**config.mk**
```make
export PLATFORM = sky130hd
export DESIGN_NAME = ljpu_ctrl
export DESIGN_NICKNAME = d
export VERILOG_FILES = /design/src/hdl/ljpu_pkg.sv /design/src/hdl/ljpu_ctrl.sv
export SDC_FILE = /design/constraint.sdc
export NUM_CORES = 1
export LEC_CHECK = 0
export ABC_AREA = 1
export CORE_MARGIN = 5
export CORE_UTILIZATION = 30
export CTS_BUF_LIST = sky130_fd_sc_hd__clkbuf_16
export CTS_CLUSTER_DIAMETER = 120
export CTS_CLUSTER_SIZE = 40
export DETAILED_ROUTE_END_ITERATION = 6
export DONT_BUFFER_PORTS = 1
export HOLD_SLACK_MARGIN = 0.12
export PLACE_DENSITY = 0.46
export SYNTH_ARGS = -nofsm -noshare
export SYNTH_HDL_FRONTEND = slang
export SYNTH_SLANG_ARGS = --single-unit
export TNS_END_PERCENT = 5
```
**constraint.sdc**
```tcl
create_clock -name i_clk -period 1.6 [get_ports i_clk]
set_input_delay 0 -clock i_clk [delete_from_list [all_inputs] [get_ports i_clk]]
set_output_delay 0 -clock i_clk [all_outputs]
set_load 0.1 [all_outputs]
```
**src/hdl/ljpu_pkg.sv**
```systemverilog
`timescale 1ns / 1ps
package ljpu_pkg;

    localparam int MAX_BEADS_DEF = 1024;
    localparam int IDX_W         = 10;
    localparam int POS_W         = 32;
    localparam int CFG_IDX_W     = 3;
    localparam int DIV_STEPS     = 32;

    // item kinds
    localparam logic [1:0] FUNC_LOAD = 2'd0;
    localparam logic [1:0] FUNC_PAIR = 2'd1;
    localparam logic [1:0] FUNC_READ = 2'd2;

    // result status codes
    localparam logic [1:0] ST_DONE  = 2'd0;
    localparam logic [1:0] ST_COINC = 2'd1;
    localparam logic [1:0] ST_RANGE = 2'd2;

    // configuration register indexes
    localparam logic [CFG_IDX_W-1:0] CFG_REP   = 3'd0;
    localparam logic [CFG_IDX_W-1:0] CFG_ATT   = 3'd1;
    localparam logic [CFG_IDX_W-1:0] CFG_STEP  = 3'd2;
    localparam logic [CFG_IDX_W-1:0] CFG_FIXED = 3'd3;
    localparam logic [CFG_IDX_W-1:0] CFG_LAST  = 3'd4;

    localparam logic [31:0] REP_RST   = 32'd65536;
    localparam logic [31:0] ATT_RST   = 32'd65536;
    localparam logic [15:0] STEP_RST  = 16'd655;
    localparam logic        FIXED_RST = 1'b1;
    localparam logic [9:0]  LAST_RST  = 10'd1023;

    localparam logic signed [48:0] FORCE_CAP = 49'sd19660800;
    localparam logic signed [48:0] FORCE_MIN = -49'sd2147483648;
    localparam logic [63:0]        R2_SAT_LIM = 64'd65536;
    localparam logic [63:0]        DIV_INIT   = 64'd65536;

    typedef struct packed {
        logic [31:0] rep;
        logic [31:0] att;
        logic [15:0] step;
        logic        fixed;
        logic [9:0]  last;
    } t_cfg;

    typedef enum logic [4:0] {
        OP_NOP, OP_CAPTURE, OP_DEC, OP_RDLAT, OP_RDB, OP_DIFF, OP_SQ, OP_SQE,
        OP_CHK, OP_DIV, OP_DIVE, OP_PMUL, OP_PSTORE, OP_FORCE, OP_FDM, OP_FDS,
        OP_STM, OP_UPD, OP_WRI, OP_WRJ, OP_RESULT
    } t_op;

    typedef struct packed {
        t_op        op;
        logic [2:0] idx;
    } t_cmd;

    typedef struct packed {
        logic [1:0] func;
        logic       ok;
        logic       r2_zero;
        logic       r2_small;
        logic       out_free;
    } t_stat;

    typedef enum logic [4:0] {
        S_IDLE, S_DEC, S_RDW, S_RDB, S_DIFF, S_SQ, S_SQE, S_CHK, S_DIV, S_DIVE,
        S_PM, S_PS, S_FORCE, S_FDM, S_FDS, S_STM, S_UPD, S_WRI, S_WRJ, S_DONE
    } t_state;

    function automatic logic [31:0] sat32(input logic signed [49:0] v);
        if (v > 50'sd2147483647) begin
            return 32'h7FFF_FFFF;
        end else if (v < -50'sd2147483648) begin
            return 32'h8000_0000;
        end
        return v[31:0];
    endfunction

    function automatic logic [31:0] sat_diff(input logic [31:0] a, input logic [31:0] b);
        logic [32:0] d;
        d = {a[31], a} - {b[31], b};
        if (d[32] != d[31]) begin
            return d[32] ? 32'h8000_0000 : 32'h7FFF_FFFF;
        end
        return d[31:0];
    endfunction

    // (a*b)>>16 saturated to 32 bits
    function automatic logic [31:0] qsat(input logic [63:0] p);
        if (p[63:48] != 16'd0) begin
            return 32'hFFFF_FFFF;
        end
        return p[47:16];
    endfunction

endpackage

```
**src/hdl/ljpu_ctrl.sv**
```systemverilog
`timescale 1ns / 1ps
module ljpu_ctrl (
    input  logic            i_clk,
    input  logic            i_rst_n,
    input  logic            i_in_valid,
    output logic            o_in_ready,
    input  ljpu_pkg::t_stat i_stat,
    output ljpu_pkg::t_cmd  o_cmd
);
    import ljpu_pkg::*;

    t_state     r_state, n_state;
    logic [4:0] r_cnt, n_cnt;

    always_ff @(posedge i_clk) begin
        if (!i_rst_n) begin
            r_state <= S_IDLE;
            r_cnt   <= 5'd0;
        end else begin
            r_state <= n_state;
            r_cnt   <= n_cnt;
        end
    end

    always_comb begin
        n_state    = r_state;
        n_cnt      = r_cnt;
        o_in_ready = 1'b0;
        o_cmd.op   = OP_NOP;
        o_cmd.idx  = r_cnt[2:0];
        case (r_state)
            S_IDLE: begin
                o_in_ready = 1'b1;
                if (i_in_valid) begin
                    o_cmd.op = OP_CAPTURE;
                    n_state  = S_DEC;
                end
            end
            S_DEC: begin
                o_cmd.op = OP_DEC;
                case (i_stat.func)
                    FUNC_READ: n_state = i_stat.ok ? S_RDW : S_DONE;
                    FUNC_PAIR: n_state = i_stat.ok ? S_RDB : S_DONE;
                    default:   n_state = S_DONE;
                endcase
            end
            S_RDW: begin
                o_cmd.op = OP_RDLAT;
                n_state  = S_DONE;
            end
            S_RDB: begin
                o_cmd.op = OP_RDB;
                n_state  = S_DIFF;
            end
            S_DIFF: begin
                o_cmd.op = OP_DIFF;
                n_cnt    = 5'd0;
                n_state  = S_SQ;
            end
            S_SQ: begin
                o_cmd.op = OP_SQ;
                n_cnt    = r_cnt + 5'd1;
                if (r_cnt == 5'd2) begin
                    n_state = S_SQE;
                end
            end
            S_SQE: begin
                o_cmd.op = OP_SQE;
                n_state  = S_CHK;
            end
            S_CHK: begin
                o_cmd.op = OP_CHK;
                n_cnt    = 5'd0;
                if (i_stat.r2_zero) begin
                    n_state = S_DONE;
                end else if (i_stat.r2_small) begin
                    n_state = S_DIVE;
                end else begin
                    n_state = S_DIV;
                end
            end
            S_DIV: begin
                o_cmd.op = OP_DIV;
                n_cnt    = r_cnt + 5'd1;
                if (r_cnt == 5'(DIV_STEPS - 1)) begin
                    n_state = S_DIVE;
                end
            end
            S_DIVE: begin
                o_cmd.op = OP_DIVE;
                n_cnt    = 5'd0;
                n_state  = S_PM;
            end
            S_PM: begin
                o_cmd.op = OP_PMUL;
                n_state  = S_PS;
            end
            S_PS: begin
                o_cmd.op = OP_PSTORE;
                if (r_cnt == 5'd5) begin
                    n_cnt   = 5'd0;
                    n_state = S_FORCE;
                end else begin
                    n_cnt   = r_cnt + 5'd1;
                    n_state = S_PM;
                end
            end
            S_FORCE: begin
                o_cmd.op = OP_FORCE;
                n_cnt    = 5'd0;
                n_state  = S_FDM;
            end
            S_FDM: begin
                o_cmd.op = OP_FDM;
                n_state  = S_FDS;
            end
            S_FDS: begin
                o_cmd.op = OP_FDS;
                n_state  = S_STM;
            end
            S_STM: begin
                o_cmd.op = OP_STM;
                n_state  = S_UPD;
            end
            S_UPD: begin
                o_cmd.op = OP_UPD;
                if (r_cnt == 5'd2) begin
                    n_state = S_WRI;
                end else begin
                    n_cnt   = r_cnt + 5'd1;
                    n_state = S_FDM;
                end
            end
            S_WRI: begin
                o_cmd.op = OP_WRI;
                n_state  = S_WRJ;
            end
            S_WRJ: begin
                o_cmd.op = OP_WRJ;
                n_state  = S_DONE;
            end
            S_DONE: begin
                // hold until the output register is free
                if (i_stat.out_free) begin
                    o_cmd.op = OP_RESULT;
                    n_state  = S_IDLE;
                end
            end
            default: n_state = S_IDLE;
        endcase
    end

endmodule

```
==> impl_metrics.ini <==
[setup_path]
cp_data_arrival_time_ps = 1520
critPathCaptureType = output pin
worstPathMaxFanout = 7
crit_path_start_kind = flop
timing_worst_setup_path_type = flop to output pin
required_ps = 1600

[routing]
detailedRoute.firstPassIterationCount = 4
drt_first_iter_violations = 87
detail_route.drc_violations = 0
avgViaCountPerCell = 4.80
postRouteAntennaNets = 0
routed_len_inst_um = 11.8
detail_route.wirelength_um = 2810
dr_total_vias = 1142

[place]
place.port_buffers = 0
dp.final_hpwl_um = 2300
globalplace.congestion = 0.912

[grt]
grt_pass1_vias = 1062
globalRoute.totalOverflow = 0
global_route_wire_length_before_repair_um = 4820
groute.usage.overall_pct = 12.1
grt_antenna_before_repair = 0
grt_start_max_net_pins = 9

[run_status]
result_of_the_run = finished clean

[sta]
min_period_over_period_pct = 95.2
worst_clock_skew_ps = 3.83
hold_viol_final = 0
max_slew_margin_pct = 75.8
worst_pin_slew_ps = 358
unrepaired_setup_endpoints_after_global_routing = true
fmax_mhz = 656
finalSetupViolCount = 0
timing.final.max_slew_violations = 0
finalCriticalPeriod_ps = 1520

[floorplan]
placementRows = 21
boundaryPins = 18
effective_utilization_at_floorplan_pct = 31.2
floorplan.die_area_sq_um = 4820
floorplan.die.width_um = 69.4
die_height_um = 69.4
design.core.area_sq_um = 3390

[clock_network]
clk_latency_ps = 240
ctsRootBufferMaster = sky130_fd_sc_hd__clkbuf_16
tritoncts = yes
ctsLongestPathBuffers = 2
tritoncts_num_sinks = 10
cts-buffers-inserted = 3
clkSlewWorstSetupHoldPaths_ps = 40
clock_tree.htree_level_count = 1

[finish]
diodes = 0
syn_to_final_growth_pct = 36.5
layout.area.seq_sq_um = 218
nFillCells = 362
layout.cells.most_common = sky130_fd_sc_hd__nand2_1
post_route_cells_drive_above_1_share_pct = 30.7
commonest_non_fill_non_tap_cells_in_the_layout = sky130_fd_sc_hd__nand2_1 (39), sky130_fd_sc_hd__inv_1 (21), sky130_fd_sc_hd__nor2_1 (17)
multi_input_comb_area_sq_um = 772
finish.net_count = 208
utilization_pct = 42.6

[job]
cap_viol_max_count = 0

[synth]
syn-mean-instance-area_sq_um = 6.08
synthFlopType = sky130_fd_sc_hd__dfxtp_1
ys_seq_elements = 10
yosysWarningCount = 0
synth-edff-count = 0
syn_inst_count = 174
synth.lib_cells_used.distinct = 26
syn_area_sq_um = 1060
seq_area_frac_synth_pct = 18.9
synth_async_sr_flop_share_pct = 0
mappedNetlistNets = 189

[worst_hold_path]
min-delay-path-class = input port to flop
## what timing repair did
| item | 4_1_cts | 5_1_grt |
|---|---|---|
| pin swaps | 0 | 5 |
| resized for setup | 3 | 19 |
| hold endpoints to repair | 10 | 0 |
| setup buffers | 0 | 1 |
| hold buffers | 5 | 0 |
| setup endpoints to repair | 3 | 12 |
## registers in the layout (all words and copies together) (netlist names)
| register | cells |
|---|---|
| r_cnt | 5 |
| r_state | 5 |
## area by class of cell
| type | instances | area share, % |
|---|---|---|
| Multi-Input combinational cell | 132 | 53.4 |
| Sequential cell | 10 | 15.1 |
| Timing Repair Buffer | 19 | 14.8 |
| Inverter | 27 | 7.27 |
| Clock buffer | 3 | 5.19 |
| Tap cell | 46 | 3.98 |
| Clock inverter | 1 | 0.260 |
## through the flow
step / setup slack, ps / TNS, ps / area [sq um] / std cells / hold slack, ps
finish: 76.6 / 0 / 1450 / 238 / 150
global placement: 81.3 / 0 / 1250 / 228 / 178
detailed placement: 108 / 0 / 1250 / 228 / 181
global route: -15.3 / -30.3 / 1450 / 238 / 178
floorplan: -531 / -1630 / 1080 / 174 / 156
CTS: 1.31 / 0 / 1390 / 237 / 141
## synth_stat cells (5+ instances only)
library cell | n | area, sq um
sky130_fd_sc_hd__dfxtp_1 | 10 | 200
sky130_fd_sc_hd__nor2_1 | 22 | 82.6
sky130_fd_sc_hd__nand2_1 | 40 | 150
sky130_fd_sc_hd__o21ai_0 | 5 | 25.0
sky130_fd_sc_hd__ha_1 | 6 | 75.1
sky130_fd_sc_hd__inv_1 | 23 | 86.3
sky130_fd_sc_hd__nand3_1 | 14 | 70.1
sky130_fd_sc_hd__nor3_1 | 5 | 25.0
sky130_fd_sc_hd__a21oi_1 | 9 | 45.0
## cells by family after synthesis
logic type | count (synthesis) | share of synthesized area [%]
AO/OA/AOI/OAI | 22 | 11.8
buffers and inverters | 32 | 13.5
adder cells (fa/ha/maj) | 6 | 7.09
flip-flops | 10 | 18.9
AND/OR/NAND/NOR | 104 | 48.7
## routing by layer
layer / vias to the layer above / global-route usage [%] / share of wire [%]
met2: 37 / 18.6 / 46
met3: 6 / 3.19 / 6.5
met1: 502 / 15.4 / 44
met5: - / 0 / 0
met4: 0 / 6.29 / 3.0
li1: 597 / - / -
## worst max-delay path, stage by stage, from the launching register on
cell,delay (ps)
sky130_fd_sc_hd__dfxtp_4,400
sky130_fd_sc_hd__clkinvlp_4,160
sky130_fd_sc_hd__o311ai_1,390
sky130_fd_sc_hd__o21ai_2,90
sky130_fd_sc_hd__buf_4,240
## path summary, 6_finish.rpt
check / from / endpoint / slack, ps / cells past startpoint
min: i_stat[0] / r_state[0] / 150 / 6
max: r_state[0] / o_cmd[7] / 80 / 4
max reg2reg: r_state[0] / r_state[1] / 160 / 7
min reg2reg: r_cnt[0] / r_cnt[0] / 490 / 2
Power is not shown: default switching activity piles up to over one toggle a cycle in this logic, so the estimate is an artifact.
